===== config.mk =====
export PLATFORM = sky130hd
export DESIGN_NAME = slsw_cfg
export DESIGN_NICKNAME = d
export VERILOG_FILES = /design/src/rtl/core/slsw_pkg.sv /design/src/rtl/core/slsw_cfg.sv
export SDC_FILE = /design/constraint.sdc
export NUM_CORES = 1
export LEC_CHECK = 0
export ABC_AREA = 1
export BUFFER_PORTS_ARGS = -buffer_cell sky130_fd_sc_hd__buf_2
export CAP_MARGIN = 30
export CORE_MARGIN = 5
export CORE_UTILIZATION = 47
export DETAILED_ROUTE_END_ITERATION = 16
export PLACE_DENSITY = 0.86
export SYNTH_ARGS = -nofsm -noshare
export SYNTH_HDL_FRONTEND = slang
export SYNTH_SLANG_ARGS = --single-unit

===== constraint.sdc =====
create_clock -name clk -period 1.4 [get_ports clk]
set_input_delay 0.42 -clock clk [delete_from_list [all_inputs] [get_ports clk]]
set_output_delay 0.42 -clock clk [all_outputs]
set_load 0.02 [all_outputs]

===== src/rtl/core/slsw_pkg.sv =====
`timescale 1ns / 1ps
// Package for the solar load switch: widths, codes, reset values and shared types.
// No dependencies.
package slsw_pkg;

	localparam int SAMPLES_PER_BATCH = 200;

	localparam int SAMPLE_W = 10;
	localparam int SUM_W    = 18;
	localparam int TIME_W   = 32;
	localparam int COUNT_W  = 8;
	localparam int DATA_W   = 32;
	localparam int ADDR_W   = 4;

	localparam logic [SUM_W-1:0]  TRIGGER_SUM_RST  = 18'd151292;
	localparam logic [SUM_W-1:0]  CUTOFF_SUM_RST   = 18'd115270;
	localparam logic [TIME_W-1:0] OFF_DELAY_MS_RST = 32'd600000;

	typedef enum logic [1:0] {
		CMD_SAMPLE = 2'd0,
		CMD_BUTTON = 2'd1,
		CMD_EVAL   = 2'd2,
		CMD_CUTOFF = 2'd3
	} cmd_t;

	typedef enum logic [1:0] {
		MODE_NORMAL     = 2'd0,
		MODE_PENDING    = 2'd1,
		MODE_FORCED_ON  = 2'd2,
		MODE_FORCED_OFF = 2'd3
	} override_t;

	typedef enum logic [1:0] {
		REG_TRIGGER_SUM  = 2'd0,
		REG_CUTOFF_SUM   = 2'd1,
		REG_OFF_DELAY_MS = 2'd2,
		REG_NONE         = 2'd3
	} reg_idx_t;

	typedef struct packed {
		logic [SUM_W-1:0]  trigger_sum;
		logic [SUM_W-1:0]  cutoff_sum;
		logic [TIME_W-1:0] off_delay_ms;
	} cfg_t;

	typedef struct packed {
		cmd_t                cmd;
		logic [SAMPLE_W-1:0] adc_sample;
		logic [TIME_W-1:0]   now_ms;
	} item_t;

	typedef struct packed {
		logic             relay_on;
		override_t        override_mode;
		logic [SUM_W-1:0] batch_sum;
	} res_t;

endpackage


===== src/rtl/core/slsw_cfg.sv =====
`timescale 1ns / 1ps
// APB register bank: trigger level, cutoff level and off delay.
// Depends on slsw_pkg.
module slsw_cfg import slsw_pkg::*; (
	input  logic              clk,
	input  logic              arst_n,
	input  logic              psel,
	input  logic              penable,
	input  logic              pwrite,
	input  logic [ADDR_W-1:0] paddr,
	input  logic [DATA_W-1:0] pwdata,
	output logic [DATA_W-1:0] prdata,
	output logic              pready,
	output cfg_t              cfg
);

	cfg_t     cfg_q;
	reg_idx_t idx;
	logic     wr_en;

	assign idx    = reg_idx_t'(paddr[3:2]);
	assign wr_en  = psel && penable && pwrite;
	assign pready = 1'b1;
	assign cfg    = cfg_q;

	always_ff @(posedge clk or negedge arst_n) begin
		if (!arst_n) begin
			cfg_q.trigger_sum  <= TRIGGER_SUM_RST;
			cfg_q.cutoff_sum   <= CUTOFF_SUM_RST;
			cfg_q.off_delay_ms <= OFF_DELAY_MS_RST;
		end else if (wr_en) begin
			case (idx)
				REG_TRIGGER_SUM:  cfg_q.trigger_sum  <= pwdata[SUM_W-1:0];
				REG_CUTOFF_SUM:   cfg_q.cutoff_sum   <= pwdata[SUM_W-1:0];
				REG_OFF_DELAY_MS: cfg_q.off_delay_ms <= pwdata[TIME_W-1:0];
				default: ;
			endcase
		end
	end

	always_comb begin
		case (idx)
			REG_TRIGGER_SUM:  prdata = {{(DATA_W-SUM_W){1'b0}}, cfg_q.trigger_sum};
			REG_CUTOFF_SUM:   prdata = {{(DATA_W-SUM_W){1'b0}}, cfg_q.cutoff_sum};
			REG_OFF_DELAY_MS: prdata = cfg_q.off_delay_ms;
			default:          prdata = '0;
		endcase
	end

endmodule


Word level (Yosys, flattened, before mapping)
Cells that the tools add are included.
- memory bits (writable): 0
- word-level logic and storage cells: 12
- bits in read-only memories: 0
- flip-flop bits (word level): 68
- bits in latches: 0
- input port bits: 41
- memories: 0
- $lt $le $gt $ge: 0
- reductions and logical operators: 6
- mux-type cells: 1
- shifts and indexed selects: 0
- div/mod/pow operators: 0
- bitwise gates (word level): 0
- add/subtract/negate cells: 0
- eq/ne operators: 2
- $mul: 0
- operators by type and width (kind ; count):
    $pmux W32 S3 ; 1
    $reduce_and A2 Y1 ; 3
    $eq A2 B1 Y1 const B ; 1
    $eq A2 B2 Y1 const B ; 1
    $logic_and A1 B1 Y1 ; 2
    $logic_not A2 Y1 ; 1

Depth between registers and ports, before layout
- depth in word-level cells: 3
- mapped depth: 7
- gate-level depth less buffers: 6

Worst setup path before layout
No wires, ideal clock.
- path kind: input port to output port
- from: input port paddr[3]
- to: output port prdata[0]
- data arrival time: 1074 ps
- path slack: -94 ps
- path buffers: 1
- stages on the path: 6
- required time: 980 ps
- cell sequence: inv_2 -> nand2_2 -> inv_4 -> buf_2 -> nand2_1 -> nand3_1
- cells in the longest elaborated chain, start to end: 2
- elaborated cells on any way between the ends: 4
- classes of those cells: 2 x eq/ne; 1 x mux; 1 x reduce/logical
- RTL lines (what ; line ; RTL):
    from (decl) ; slsw_cfg.sv:10 ; input logic [ADDR_W-1:0] paddr,
    $eq A2 B2 Y1 (tied with other cells) ; slsw_cfg.sv:42 ; case (idx)
    $pmux W32 S3 * ; slsw_cfg.sv:42 ;
    to (decl) ; slsw_cfg.sv:12 ; output logic [DATA_W-1:0] prdata,
Every way passes the cells marked *; elsewhere a longest branch is shown, timed or not.

Final worst setup path
- from: register cfg_q (netlist bit cfg[56])
- to: output port prdata[6]
- cells in the longest elaborated chain, start to end: 1
- RTL lines (what ; line ; RTL):
    from (decl) ; slsw_cfg.sv:17 ; cfg_t cfg_q;
    $pmux W32 S3 ; slsw_cfg.sv:42 ;
No other way between the ends.

==> results.json <==
{
  "status": "complete, but fails checks",
  "violations": "setup timing",
  "synth.most_common_cell": "nand2_1",
  "clockPowerShare": 0.221,
  "wl_um": 11800,
  "synth_top_area_share": 0.331,
  "cts_htree_levels": 3,
  "yosys.area.top_type": "dfrtp_1",
  "final_nets": 617,
  "final_cell_area_um2": 5090,
  "endpoint_kind": "output pin",
  "grt_pass1_vias": 3485,
  "path_class": "reg2out",
  "sw_frac_of_total": 0.371,
  "synthToLayoutAreaGrowth_pct": 60.5,
  "clock-skew-final_ns": 0,
  "synth_edf_count": 0,
  "via_per_inst": 5.27,
  "layout.area.seq_um2": 1730,
  "crit_required_ns": 0.98,
  "antenna_found_initial": 0,
  "largest_register_ffs": 68,
  "n_fill_cell": 440,
  "powerDensity_nw_per_um2": 1430,
  "cp.depth": 3,
  "leakagePower_uw": 0.00280,
  "clkTransAtPathRegs_ns": 0.08,
  "n_antenna_cell": 0,
  "drive_gt1_frac": 0.473,
  "dieArea_um2": 8490,
  "share_comb_of_total_power": 0.385,
  "rr_startpoint": "cfg[19]",
  "synth.cell_area_um2": 3170,
  "timing.hold.ws_ns": 0.0728,
  "syn_avg_cell_area_um2": 7.81,
  "cts-root-buf": "clkbuf_8",
  "endpoint": "prdata[6]",
  "rows": 30,
  "seqPwrFrac": 0.394,
  "drt-initial-drc-count": 214,
  "yosysSeqAreaShare": 0.547,
  "p_switching_uw": 2710,
  "synth-main-ff-cell": "dfrtp_1",
  "slowest_delay_ns": 0.57,
  "finalNonFillerCells": 661,
  "yosysWarningCount": 0,
  "dp.cells": 617,
  "insertion_delay_ns": 0.32,
  "crit_start": "cfg[56]",
  "multi_input_area_um2": 1450,
  "grt_first_pass_wirelength_um": 17300,
  "start_kind": "register",
  "cts_buffer_depth": 2,
  "setup_viol": 61,
  "hold_viol": 0,
  "arrival_ns": 1.21,
  "netlist_top_cells_count": "260 x nand2_1, 42 x dfrtp_1, 26 x dfstp_2",
  "fp.coreArea_um2": 6680,
  "setup_ws_ns": -0.225,
  "crit_fanout": 3,
  "tritoncts": "built",
  "maxSlewViolCount": 0,
  "ys_seq_elements": 68,
  "dpl-instance-area_um2": 4010,
  "syn_nets": 447,
  "first_pass_iters": 6,
  "critPathBufInv": 1,
  "via_count": 3483,
  "portBuffers": 138,
  "io_pins": 142,
  "ir_drop_uv": 950,
  "route.detailed.drc": 0,
  "finalWeightedCongestion": 0.758,
  "drt.antenna.violating_nets": 0,
  "hold_path.class": "in2async",
  "ys_top_cells_by_area": "dfrtp_1 33%, nand2_1 31%, dfstp_2 22%",
  "reg2regPathDepth": 4,
  "holdBufCountCts": 0,
  "fp.dieH_um": 92.2,
  "crit_path_top_delay_cell": "dfstp_2",
  "clkSinkCount": 68,
  "layout_min_cycle_time_ns": 1.63,
  "async_flop_share": 1.00,
  "dp_hpwl_um": 6120,
  "wl_per_cell_um": 17.8,
  "cts_buffers": 9,
  "grt_use_total": 0.259,
  "regToRegSetupSlack_ns": 0.41,
  "power_uw": 7290,
  "r2r-end": "cfg[19]",
  "grt_max_degree": 69,
  "synth_cell_types": 16,
  "rsz0062_at_grt": "true",
  "syn_inst": 406,
  "crit_chain": "nand2_1 -> nand3_2 -> buf_6",
  "fin_crit_sh": 1.16,
  "crit_family": "flip-flops",
  "drv_cap": 0,
  "fmax_ghz": 0.615,
  "start_util": 0.475,
  "grt_overflow_total": 0,
  "p_int_uw": 4590,
  "die_x_um": 92.2
}
==> worst min-delay path by stage <==
stage / startpoint / end / slack (ns) / depth (start not counted)
5_1_grt: arst_n / cfg[2] / 0.11 / 2
4_1_cts: arst_n / cfg[22] / 0.10 / 2
6_report: arst_n / cfg[31] / 0.07 / 2
3_3_place_gp: arst_n / cfg[22] / 0.46 / 2
3_5_place_dp: cfg[33] / cfg[33] / 0.46 / 2
2_1_floorplan: arst_n / cfg[0] / 0.12 / 0
==> routing by layer <==
layer  up-vias  GRT usage  part of all wire
met3        39     0.0574             0.091
met2       227      0.454              0.52
met1      1653      0.302              0.36
li1       1564          -                 -
met5         -          0                 0
met4         0      0.114             0.032
==> stage by stage <==
stage / util / setup TNS [ns] / setup slack (ns)
global placement: 0.600 / -10.87 / -0.275
finish: 0.762 / -6.00 / -0.225
global route: 0.762 / -8.55 / -0.291
detailed placement: 0.600 / -13.45 / -0.288
CTS: 0.718 / -5.00 / -0.197
floorplan: - / -0.349 / -0.0331
==> layout make-up <==
class	count	share of cell area
Clock buffer	12	0.0285
Clock inverter	4	0.00959
Inverter	19	0.0199
Multi-Input combinational cell	304	0.285
Sequential cell	68	0.341
Tap cell	80	0.0197
Timing Repair Buffer	171	0.291
Timing Repair inverter	3	0.00516
==> cell families after synthesis <==
family | after synthesis | synth area share
flip-flops | 68 | 0.547
AND/OR/NAND/NOR | 303 | 0.388
buffers and inverters | 34 | 0.0639
other | 1 | 0.00118
==> cells in the final DEF (no fill, tap or decap), drive strengths merged <==
master,instances
buf,171
nand3,19
clkbuf,12
inv,21
dfrtp,42
nand2,265
clkinv,4
dfstp,26
conb,1
nor2,19
bufinv,1
==> what timing repair did <==
item,4_1_cts,5_1_grt
pin swaps,2,5
cloned,4,0
endpoints found under the setup margin,58,60
setup buffers,1,23
resized for setup,168,43
==> power by group through the flow <==
stage,Clock [uW],Sequential (uW),Combinational [uW]
after CTS,1610,2850,2410
after floorplan,0,3310,673
final,1610,2870,2810
after global placement,0,2810,1900
after global routing,1710,2920,2990
after detailed placement,0,2830,1960
(Power assumes the default switching activity.)
