[config.mk]
export PLATFORM = sky130hd
export DESIGN_NAME = slsw_core
export DESIGN_NICKNAME = d
export VERILOG_FILES = /design/src/rtl/core/slsw_pkg.sv /design/src/rtl/core/slsw_core.sv
export SDC_FILE = /design/constraint.sdc
export NUM_CORES = 1
export LEC_CHECK = 0
export ABC_CLOCK_PERIOD_IN_PS = 5760
export BUFFER_PORTS_ARGS = -buffer_cell sky130_fd_sc_hd__buf_4
export CAP_MARGIN = 20
export CORE_UTILIZATION = 58
export DETAILED_ROUTE_END_ITERATION = 8
export PLACE_DENSITY = 0.83
export SETUP_SLACK_MARGIN = 0.3
export SLEW_MARGIN = 15
export SYNTH_ARGS = -nofsm -noshare
export SYNTH_HDL_FRONTEND = slang
export SYNTH_SLANG_ARGS = --single-unit
[constraint.sdc]
create_clock -name clk -period 5.76 [get_ports clk]
set_input_delay 0.288 -clock clk [delete_from_list [all_inputs] [get_ports clk]]
set_output_delay 0.288 -clock clk [all_outputs]
set_load 0.03 [all_outputs]
[src/rtl/core/slsw_pkg.sv]
`timescale 1ns / 1ps
// Package for the solar load switch: widths, codes, reset values and shared types.
// No dependencies.
package slsw_pkg;

	localparam int SAMPLES_PER_BATCH = 200;

	localparam int SAMPLE_W = 10;
	localparam int SUM_W    = 18;
	localparam int TIME_W   = 32;
	localparam int COUNT_W  = 8;
	localparam int DATA_W   = 32;
	localparam int ADDR_W   = 4;

	localparam logic [SUM_W-1:0]  TRIGGER_SUM_RST  = 18'd151292;
	localparam logic [SUM_W-1:0]  CUTOFF_SUM_RST   = 18'd115270;
	localparam logic [TIME_W-1:0] OFF_DELAY_MS_RST = 32'd600000;

	typedef enum logic [1:0] {
		CMD_SAMPLE = 2'd0,
		CMD_BUTTON = 2'd1,
		CMD_EVAL   = 2'd2,
		CMD_CUTOFF = 2'd3
	} cmd_t;

	typedef enum logic [1:0] {
		MODE_NORMAL     = 2'd0,
		MODE_PENDING    = 2'd1,
		MODE_FORCED_ON  = 2'd2,
		MODE_FORCED_OFF = 2'd3
	} override_t;

	typedef enum logic [1:0] {
		REG_TRIGGER_SUM  = 2'd0,
		REG_CUTOFF_SUM   = 2'd1,
		REG_OFF_DELAY_MS = 2'd2,
		REG_NONE         = 2'd3
	} reg_idx_t;

	typedef struct packed {
		logic [SUM_W-1:0]  trigger_sum;
		logic [SUM_W-1:0]  cutoff_sum;
		logic [TIME_W-1:0] off_delay_ms;
	} cfg_t;

	typedef struct packed {
		cmd_t                cmd;
		logic [SAMPLE_W-1:0] adc_sample;
		logic [TIME_W-1:0]   now_ms;
	} item_t;

	typedef struct packed {
		logic             relay_on;
		override_t        override_mode;
		logic [SUM_W-1:0] batch_sum;
	} res_t;

endpackage

[src/rtl/core/slsw_core.sv]
`timescale 1ns / 1ps
// Switch state and per-transaction update: batch accumulator, override mode,
// relay and off timestamp. Depends on slsw_pkg.
module slsw_core import slsw_pkg::*; (
	input  logic  clk,
	input  logic  arst_n,
	input  cfg_t  cfg,
	input  item_t item,
	input  logic  adv,
	output res_t  res
);

	override_t          ov_q, ov_d, ov_btn, ov_in;
	logic               relay_q, relay_d;
	logic [SUM_W-1:0]   running_q, running_d, sum_add;
	logic [COUNT_W-1:0] count_q, count_d, cnt_inc;
	logic [SUM_W-1:0]   latched_q, latched_d;
	logic [TIME_W-1:0]  last_off_q, last_off_d, elapsed;
	logic               batch_done, at_trig, below_cut, delay_done;

	assign sum_add    = running_q + {{(SUM_W-SAMPLE_W){1'b0}}, item.adc_sample};
	assign cnt_inc    = count_q + 1'b1;
	assign batch_done = cnt_inc >= COUNT_W'(SAMPLES_PER_BATCH);
	assign at_trig    = latched_q >= cfg.trigger_sum;
	assign below_cut  = latched_q < cfg.cutoff_sum;
	assign elapsed    = item.now_ms - last_off_q;
	assign delay_done = elapsed >= cfg.off_delay_ms;

	always_comb begin
		case (ov_q)
			MODE_NORMAL:     ov_btn = MODE_PENDING;
			MODE_FORCED_ON:  ov_btn = MODE_FORCED_OFF;
			MODE_FORCED_OFF: ov_btn = MODE_FORCED_ON;
			default:         ov_btn = ov_q;
		endcase
	end

	always_comb begin
		ov_d       = ov_q;
		relay_d    = relay_q;
		running_d  = running_q;
		count_d    = count_q;
		latched_d  = latched_q;
		last_off_d = last_off_q;
		ov_in      = (item.cmd == CMD_BUTTON) ? ov_btn : ov_q;
		if (ov_in == MODE_PENDING) begin
			ov_in = at_trig ? MODE_FORCED_OFF : MODE_FORCED_ON;
		end
		case (item.cmd)
			CMD_SAMPLE: begin
				if (batch_done) begin
					latched_d = sum_add;
					running_d = '0;
					count_d   = '0;
				end else begin
					running_d = sum_add;
					count_d   = cnt_inc;
				end
			end
			CMD_BUTTON, CMD_EVAL: begin
				ov_d = ov_in;
				if (below_cut) begin
					relay_d = 1'b0;
					ov_d    = MODE_NORMAL;
				end else if (ov_in == MODE_FORCED_ON) begin
					relay_d = 1'b1;
				end else if (ov_in == MODE_FORCED_OFF) begin
					relay_d = 1'b0;
				end else if (at_trig) begin
					relay_d = 1'b1;
				end else if (delay_done) begin
					relay_d    = 1'b0;
					last_off_d = item.now_ms;
				end
			end
			default: begin
				if (below_cut) begin
					relay_d = 1'b0;
					ov_d    = MODE_NORMAL;
				end
			end
		endcase
	end

	always_ff @(posedge clk or negedge arst_n) begin
		if (!arst_n) begin
			ov_q       <= MODE_NORMAL;
			relay_q    <= 1'b0;
			running_q  <= '0;
			count_q    <= '0;
			latched_q  <= '0;
			last_off_q <= '0;
		end else if (adv) begin
			ov_q       <= ov_d;
			relay_q    <= relay_d;
			running_q  <= running_d;
			count_q    <= count_d;
			latched_q  <= latched_d;
			last_off_q <= last_off_d;
		end
	end

	assign res.relay_on      = relay_d;
	assign res.override_mode = ov_d;
	assign res.batch_sum     = latched_d;

endmodule

# After elaboration in Yosys (flattened, before gate mapping)
# Cells that the tools add are included.
# op_classes
add_sub_neg	3
n_lt_le_gt_ge	4
n_eq_ne	7
mux	18
bitwise	4
reduce_logical	5
# op_table
op	count
two-way mux 18 bit	3
>= comparator 32 bit	1
subtractor 32 bit	1
adder 18 x 10 -> 18 bit	1
>= comparator 18 bit	1
< comparator 18 bit	1
equality test 2 bit, second input constant	5
adder 8 x 1 -> 8 bit, second input constant	1
>= comparator 8 bit, second input constant	1
two-way mux 2 bit	4
two-way mux 8 bit	1
two-way mux 1 bit	7
AND reduction 7 bit	1
one-hot mux 2 bit (3 select lines)	1
equality test 2 x 1 -> 1 bit, second input constant	2
logical NOT 2 bit	2
inverter 1 bit	4
one-hot mux 2 bit (2 select lines)	1
one-hot mux 1 bit (2 select lines)	1
AND reduction 2 bit	1
OR reduction 2 bit	1
# totals
regBits	79
inputBits	115
out_inout_bits	21
elab_cells	47

# Logic depth before layout (Yosys ltp)
# Gate-level depths: netlist of run 1.
# depth
ltp_word	10
depth_mapped	22
ltp_nobuf	21

# Least setup slack after synthesis of run 1
# Ideal clock, no wire load.
# synth_timing
path_kind	input-to-output
startpoint	input port item[0] (netlist bit)
endpoint	output port res[20] (netlist bit)
t_arrival_ps	3986
required_ps	5472
slack_ps	1486
cell_stages	22
n_path_buf	1
path_cell_list	inv_1 ha_1 inv_1 fa_1 a211oi_1 o21ai_0 a221oi_2 o211a_1 a211o_1 a21boi_1 o22a_1 xor2_1 ha_1 a21o_1 a21o_1 a21oi_1 nand3_1 a21oi_1 nand4b_1 nor4bb_1 a21o_1 buf_4
# synth_between
elab_chain_len	8
# synth_lines
element	line_no	source
start, declared	slsw_core.sv:8	input item_t item,
subtractor 32 bit	slsw_core.sv:26	assign elapsed = item.now_ms - last_off_q;
>= comparator 32 bit	slsw_core.sv:27	assign delay_done = elapsed >= cfg.off_delay_ms;
two-way mux 1 bit	slsw_core.sv:71	end else if (delay_done) begin
two-way mux 1 bit	slsw_core.sv:69	end else if (at_trig) begin
two-way mux 1 bit	slsw_core.sv:67	end else if (ov_in == MODE_FORCED_OFF) begin
two-way mux 1 bit	slsw_core.sv:65	end else if (ov_in == MODE_FORCED_ON) begin
two-way mux 1 bit	slsw_core.sv:62	if (below_cut) begin
one-hot mux 1 bit (2 select lines)	slsw_core.sv:49	case (item.cmd)
end, declared	slsw_core.sv:10	output res_t res
# Every way passes these cells.

==> results.sh, run 1 <==
export IMPL_synth_cell_area_sq_um=7360
export IMPL_drtPass1Iterations=6
export IMPL_crit_fanout=4
export IMPL_place_hpwl_mm=13.6
export IMPL_clock_tree_buffer_depth=2
export IMPL_initial_core_util=0.603
export IMPL_path_delay_family="compound AO/OA/AOI/OAI gates"
export IMPL_site_row_count=40
export IMPL_final_setup_viol_count=0
export IMPL_gr_usage_all_layers=0.283
export IMPL_die_x_um=115
export IMPL_netlist_top_cells_area="sky130_fd_sc_hd__dfrtp_1 27%, sky130_fd_sc_hd__ha_1 19%, sky130_fd_sc_hd__mux2_2 7.5%"
export IMPL_final_setup_tns_ns=0
export IMPL_period_share=0.892
export IMPL_regToRegStartpoint="last_off_q[0]$_DFFE_PN0P_"
export IMPL_critical_path_top_cell_by_count="sky130_fd_sc_hd__a21o_1"
export IMPL_critical_path_class="reg -> out"
export IMPL_status="finished, final reports clean"
export IMPL_clock_sinks=79
export IMPL_reg2reg_setup_slack_ns=1.08
export IMPL_final_min_clock_period_ns=5.14
export IMPL_drive_above_1_share=0.218
export IMPL_critical_path_cell_chain="ha_1 > inv_1 > fa_1 > a211oi_2 > o21ai_0 > a221oi_2 > o211a_1 > a211o_1 > a21boi_1 > o22a_1 > xor2_1 > ha_1 > a21o_1 > a21o_1 > a21oi_1 > nand3_1 > a21oi_1 > nand4b_1 > nor4bb_2 > a21o_1 > buf_4"
export IMPL_final_setup_worst_slack_ns=0.621
export IMPL_final_common_cell="sky130_fd_sc_hd__buf_4"
export IMPL_numPortBuffers=135
export IMPL_leakage_nw=4.57
export IMPL_commonest_cells_after_routing_fill_and_taps_aside="137 x sky130_fd_sc_hd__buf_4, 115 x sky130_fd_sc_hd__inv_1, 113 x sky130_fd_sc_hd__ha_1"
export IMPL_grt_setup_unrepaired="no"
export IMPL_max_cap_viol_count=0
export IMPL_initial_antenna_violation_count=0
export IMPL_tritoncts="done"
export IMPL_synth_nets=1089
export IMPL_largest_net_degree_at_the_start_of_global_routing=80
export IMPL_drv_slew=0
export IMPL_overflow=0
export IMPL_timing_final_hold_violations=0
export IMPL_cts_root_buffer="sky130_fd_sc_hd__clkbuf_16"
export IMPL_cp_start_kind="register"
export IMPL_place_ws_ns=0.773
export IMPL_dpl_cell_area_sq_um=8510
export IMPL_vias_per_cell=5.60
export IMPL_first_global_vias=6314
export IMPL_wl_mm=17.6
export IMPL_power_density_nw_per_um2=215
export IMPL_antenna_diode_count=0
export IMPL_layout_cells_non_filler=1163
export IMPL_floorplan_io_pins=136
export IMPL_synthesis_yosys_warnings=0
export IMPL_routabilityCongestion=0.855
export IMPL_netlist_area_leader_share=0.269
export IMPL_worst_ir_drop_vdd_mv=0.297
export IMPL_critical_path_arrival_ns=4.85
export IMPL_drcViolationCount=0
export IMPL_synthArstFlopShare=1.00
export IMPL_synth_largest_area_cell="sky130_fd_sc_hd__dfrtp_1"
export IMPL_maxSlewHeadroom=0.400
export IMPL_finalClockSkew_ns=0.00687
export IMPL_floorplan_die_height_um=115
export IMPL_syn_to_final_growth_pct=20.5
export IMPL_synth_cell_type_count=66
export IMPL_detail_route_antenna_nets=0
export IMPL_final_nets=1220
export IMPL_worst_hold_path_type="in -> reg"
export IMPL_cts_bufs_inserted=9
export IMPL_tightest_slew_ns=0.892
export IMPL_design_area_sq_um=8870
export IMPL_worstPathRequired_ns=5.47
export IMPL_clock_tree_htree_level_count=3
export IMPL_postSynth_topFlopCell="sky130_fd_sc_hd__dfrtp_1"
export IMPL_cp_slowest_cell="sky130_fd_sc_hd__fa_1"
export IMPL_route_vias_total=6515
export IMPL_clock_latency_ns=0.34
export IMPL_number_of_flip_flops_and_latches_in_the_synthesized_netlist=79
export IMPL_number_of_placed_instances_with_taps_included=1143
export IMPL_routed_wire_length_per_instance_um=15.1
export IMPL_min_path_cells=2
export IMPL_yosysSeqAreaShare=0.269
export IMPL_critPathBufInv=2
export IMPL_fmaxAchievable_mhz=195
export IMPL_floorplan_die_area_sq_um=13100
export IMPL_detailedRoute_firstIterationViolations=311
export IMPL_timing_critical_path_to_type="output pin"
export IMPL_netlist_instances=859
export IMPL_timing_reg2reg_worst_path_depth=20
export IMPL_worst_hold_path_endpoint="last_off_q[26]$_DFFE_PN0P_"
export IMPL_global_route_wire_length_before_repair_mm=29.4
export IMPL_synth_area_per_cell_sq_um=8.57
export IMPL_worstReg2RegEnd="last_off_q[18]$_DFFE_PN0P_"
export IMPL_critical_path_max_stage_delay_ns=0.43
export IMPL_path_clk_slew_ns=0.06
export IMPL_synth_enable_flop_cells=0
export IMPL_design_core_area_sq_um=12200
export IMPL_timing_hold_worst_start="item[26]"
export IMPL_post_route_util=0.727
[registers in the layout (all words and copies together) (netlist names)]
| signal | cells |
|---|---|
| ov_q | 2 |
| latched_q | 18 |
| count_q | 8 |
| relay_q | 1 |
| running_q | 18 |
| last_off_q | 32 |
[power breakdown]
part           total, mW  internal [mW]  switching (mW)
Combinational      0.658          0.292           0.366
Clock              0.590          0.341           0.249
Sequential         0.664          0.610          0.0533
Total               1.91           1.24           0.668
[worst max path at each step]
stage | from | to | slack, ns | cells after the start
after global placement | item[0] | res[20] | 0.91 | 23
after detailed placement | item[0] | res[20] | 0.77 | 23
after floorplan | item[0] | res[20] | 1.49 | 22
after global routing | last_off_q[0]$_DFFE_PN0P_ | res[20] | 0.37 | 21
after CTS | last_off_q[0]$_DFFE_PN0P_ | res[20] | 0.49 | 21
final | last_off_q[0]$_DFFE_PN0P_ | res[20] | 0.62 | 21
[metrics by stage]
step	hold slack (ns)	power, mW
final	0.185	1.91
after global placement	0.459	1.29
after detailed placement	0.467	1.31
after global routing	0.180	2.04
after floorplan	-0.00759	1.11
after CTS	0.168	1.92
[layer usage]
layer / wire length [um] / global-route usage
met3: 742 / 0.0498
met5: 0 / 0
met4: 240 / 0.0667
met1: 8040 / 0.365
met2: 8600 / 0.491
[cells in the mapped netlist, types with 12 or more instances]
cell type and number:
sky130_fd_sc_hd__inv_1 115, sky130_fd_sc_hd__dfrtp_1 79, sky130_fd_sc_hd__xnor2_1 24, sky130_fd_sc_hd__a21o_1 27, sky130_fd_sc_hd__mux2_2 49, sky130_fd_sc_hd__nor3_1 12, sky130_fd_sc_hd__xor2_1 20, sky130_fd_sc_hd__ha_1 113
sky130_fd_sc_hd__nand4_1 14, sky130_fd_sc_hd__o21ai_0 62, sky130_fd_sc_hd__and3_1 12, sky130_fd_sc_hd__a21oi_1 53, sky130_fd_sc_hd__nand2_1 88, sky130_fd_sc_hd__nor2_1 35
[cells by family (layout without fill, tap and decap cells)]
family | Yosys count | in the layout | synth area share
compound gates | 229 | 229 | 0.201
xor+xnor | 44 | 44 | 0.0524
fa+ha+maj | 115 | 115 | 0.198
buf+inv | 135 | 271 | 0.0705
flops | 79 | 79 | 0.269
mux | 51 | 51 | 0.0777
simple gates | 206 | 206 | 0.132
[what timing repair did]
action	CTS	global route
endpoints found under the hold margin	0	43
buffers inserted	0	1
hold buffers	0	1
resized for setup	0	2
endpoints found under the setup margin	0	1
[area by class of cell]
cell class	count	area [sq um]
fill	995	3340
multi-input combinational	645	4880
inverter	115	432
tap	168	210
clock buffer	9	225
clock inverter	7	80.1
timing repair buffer	140	1070
sequential	79	1980
Note: power is estimated with default switching activity, not from simulation.
==> inputs of run 2 (changes only) <==
--- a/config.mk
+++ b/config.mk
@@ -9,8 +9,10 @@
 export BUFFER_PORTS_ARGS = -buffer_cell sky130_fd_sc_hd__buf_4
 export CAP_MARGIN = 20
 export CORE_UTILIZATION = 58
+export CTS_CLUSTER_SIZE = 20
 export DETAILED_ROUTE_END_ITERATION = 8
 export PLACE_DENSITY = 0.83
+export RECOVER_POWER = 100
 export SETUP_SLACK_MARGIN = 0.3
 export SLEW_MARGIN = 15
 export SYNTH_ARGS = -nofsm -noshare
==> results.sh, run 2 (same netlist as run 1, synthesis figures left out) <==
export IMPL_critical_path_arrival_ns=4.94
export IMPL_grt_setup_unrepaired="no"
export IMPL_area_occupied_by_multi_input_gates_sq_um=4870
export IMPL_leakage_nw=4.48
export IMPL_design_core_area_sq_um=12200
export IMPL_route_vias_total=6505
export IMPL_critical_path_class="reg -> out"
export IMPL_syn_to_final_growth_pct=19.1
export IMPL_finalClockSkew_ns=0.00869
export IMPL_final_min_clock_period_ns=5.23
export IMPL_number_of_flip_flops_in_the_largest_register=32
export IMPL_final_common_cell="sky130_fd_sc_hd__buf_4"
export IMPL_floorplan_die_height_um=115
export IMPL_regToRegStartpoint="last_off_q[0]$_DFFE_PN0P_"
export IMPL_commonest_cells_after_routing_fill_and_taps_aside="117 x sky130_fd_sc_hd__buf_4, 115 x sky130_fd_sc_hd__inv_1, 113 x sky130_fd_sc_hd__ha_1"
export IMPL_worst_hold_path_type="in -> reg"
export IMPL_seq_area_sq_um=1980
export IMPL_status="complete, but fails checks"
export IMPL_drive_above_1_share=0.189
export IMPL_timing_critical_path_to_type="output pin"
export IMPL_maxSlewHeadroom=-0.576
export IMPL_power_density_nw_per_um2=218
export IMPL_startpoint="last_off_q[0]$_DFFE_PN0P_"
export IMPL_worstReg2RegEnd="last_off_q[18]$_DFFE_PN0P_"
export IMPL_timing_reg2reg_worst_path_depth=21
export IMPL_failed_checks="capacitance limit, slew limit"
export IMPL_tritoncts="done"
export IMPL_power_total_mw=1.91
export IMPL_clock_latency_ns=0.35
export IMPL_overflow=0
export IMPL_drtPass1Iterations=5
export IMPL_routed_wire_length_per_instance_um=15.2
export IMPL_critical_path_top_cell_by_count="sky130_fd_sc_hd__a21o_1"
export IMPL_floorplan_die_area_sq_um=13100
export IMPL_period_share=0.907
export IMPL_tightest_slew_ns=2.36
export IMPL_max_cap_viol_count=3
export IMPL_gr_usage_all_layers=0.283
export IMPL_floorplan_io_pins=136
export IMPL_cp_start_kind="register"
export IMPL_min_path_cells=2
export IMPL_final_nets=1220
export IMPL_critical_path_max_stage_delay_ns=0.49
export IMPL_global_route_wire_length_before_repair_mm=29.4
export IMPL_timing_endpoint_of_the_critical_path="res[20]"
export IMPL_reg2reg_setup_slack_ns=0.67
export IMPL_cts_root_buffer="sky130_fd_sc_hd__clkbuf_16"
export IMPL_crit_fanout=4
export IMPL_cts_bufs_inserted=9
export IMPL_wl_mm=17.7
export IMPL_timing_final_hold_violations=0
export IMPL_registers_top_by_ff_count="last_off_q"
export IMPL_path_delay_family="compound AO/OA/AOI/OAI gates"
export IMPL_initial_core_util=0.603
export IMPL_cp_slowest_cell="sky130_fd_sc_hd__a221oi_1"
export IMPL_clock_sinks=79
export IMPL_drcViolationCount=0
export IMPL_die_x_um=115
export IMPL_antenna_diode_count=0
export IMPL_drv_slew=82
export IMPL_first_global_vias=6314
export IMPL_clock_tree_buffer_depth=2
export IMPL_detail_route_antenna_nets=0
export IMPL_worst_ir_drop_vdd_mv=0.296
export IMPL_vias_per_cell=5.59
export IMPL_numPortBuffers=135
export IMPL_path_clk_slew_ns=0.06
export IMPL_final_fill_count=1027
export IMPL_detailedRoute_firstIterationViolations=313
export IMPL_clock_tree_htree_level_count=3
export IMPL_routabilityCongestion=0.855
export IMPL_top_regs="last_off_q x32, latched_q x18, running_q x18"
export IMPL_place_hpwl_mm=13.6
export IMPL_worstPathRequired_ns=5.47
export IMPL_final_setup_viol_count=0
export IMPL_fmaxAchievable_mhz=191
export IMPL_final_setup_tns_ns=0
export IMPL_largest_net_degree_at_the_start_of_global_routing=80
export IMPL_site_row_count=40
export IMPL_critPathBufInv=2
export IMPL_initial_antenna_violation_count=0
export IMPL_critical_path_cell_chain="ha_1 > inv_1 > fa_1 > a211oi_2 > o21ai_0 > a221oi_1 > o211a_1 > a211o_1 > a21boi_1 > o22a_1 > xor2_1 > ha_1 > a21o_1 > a21o_1 > a21oi_1 > nand3_1 > a21oi_1 > nand4b_1 > nor4bb_2 > a21o_1 > buf_4"
export IMPL_cp_num_cells=21
[run 2: cell types whose count changed in the layout (fill, tap and decap cells not counted), moves of 4 or more]
cell | previous run | this run
sky130_fd_sc_hd__buf_4 | 137 | 117
sky130_fd_sc_hd__clkbuf_1 | 0 | 21
sky130_fd_sc_hd__mux2_1 | 0 | 6
sky130_fd_sc_hd__mux2_2 | 49 | 43
sky130_fd_sc_hd__o21ai_0 | 62 | 67
sky130_fd_sc_hd__o21ai_1 | 6 | 2
[run 2: how the worst min path moves through the flow]
stage                                            end                      from  slack [ns]
after floorplan               count_q[0]$_DFFE_PN0P_                    arst_n      -0.008
after global placement      running_q[8]$_DFFE_PN0P_  running_q[8]$_DFFE_PN0P_        0.46
after detailed placement    running_q[8]$_DFFE_PN0P_  running_q[8]$_DFFE_PN0P_        0.47
after CTS                   running_q[0]$_DFFE_PN0P_                    arst_n        0.17
after global routing      last_off_q[30]$_DFFE_PN0P_                  item[30]        0.18
final                     last_off_q[26]$_DFFE_PN0P_                  item[26]        0.18
[run 2: cell type report]
cell class,instances,area share
multi-input combinational,645,0.555
sequential,79,0.226
clock buffer,9,0.0257
inverter,115,0.0493
tap,168,0.0240
timing repair buffer,140,0.111
clock inverter,7,0.00914
[run 2: routing by layer]
metal,vias to the layer above,wire length (um),global-route usage,part of all wire
met5,-,0,0,0
met4,0,259,0.0667,0.015
met3,30,693,0.0498,0.039
met2,151,8620,0.491,0.49
met1,3030,8120,0.365,0.46
li1,3294,-,-,-
[run 2: where the power goes]
group	switching, mW	internal, mW	leakage (nW)
Sequential	0.0537	0.611	1.08
Combinational	0.364	0.290	3.25
Clock	0.250	0.341	0.148
Total	0.668	1.24	4.48
[run 2: timing repair]
item,4_1_cts,5_1_grt
endpoints found under the hold margin,0,43
setup buffers,0,1
setup endpoints to repair,0,1
hold buffers,0,1
resized for setup,0,2
[run 2: through the flow]
stage / hold slack, ns / std cells / setup WS (ns) / instance area, sq um / utilization
finish: 0.184 / 1163 / 0.534 / 8760 / 0.718
global route: 0.180 / 1163 / 0.231 / 8760 / 0.718
CTS: 0.168 / 1159 / 0.494 / 8810 / 0.722
detailed placement: 0.467 / 1143 / 0.773 / 8510 / 0.697
global placement: 0.459 / 1143 / 0.914 / 8510 / 0.697
floorplan: -0.00759 / 859 / 1.49 / 7360 / -
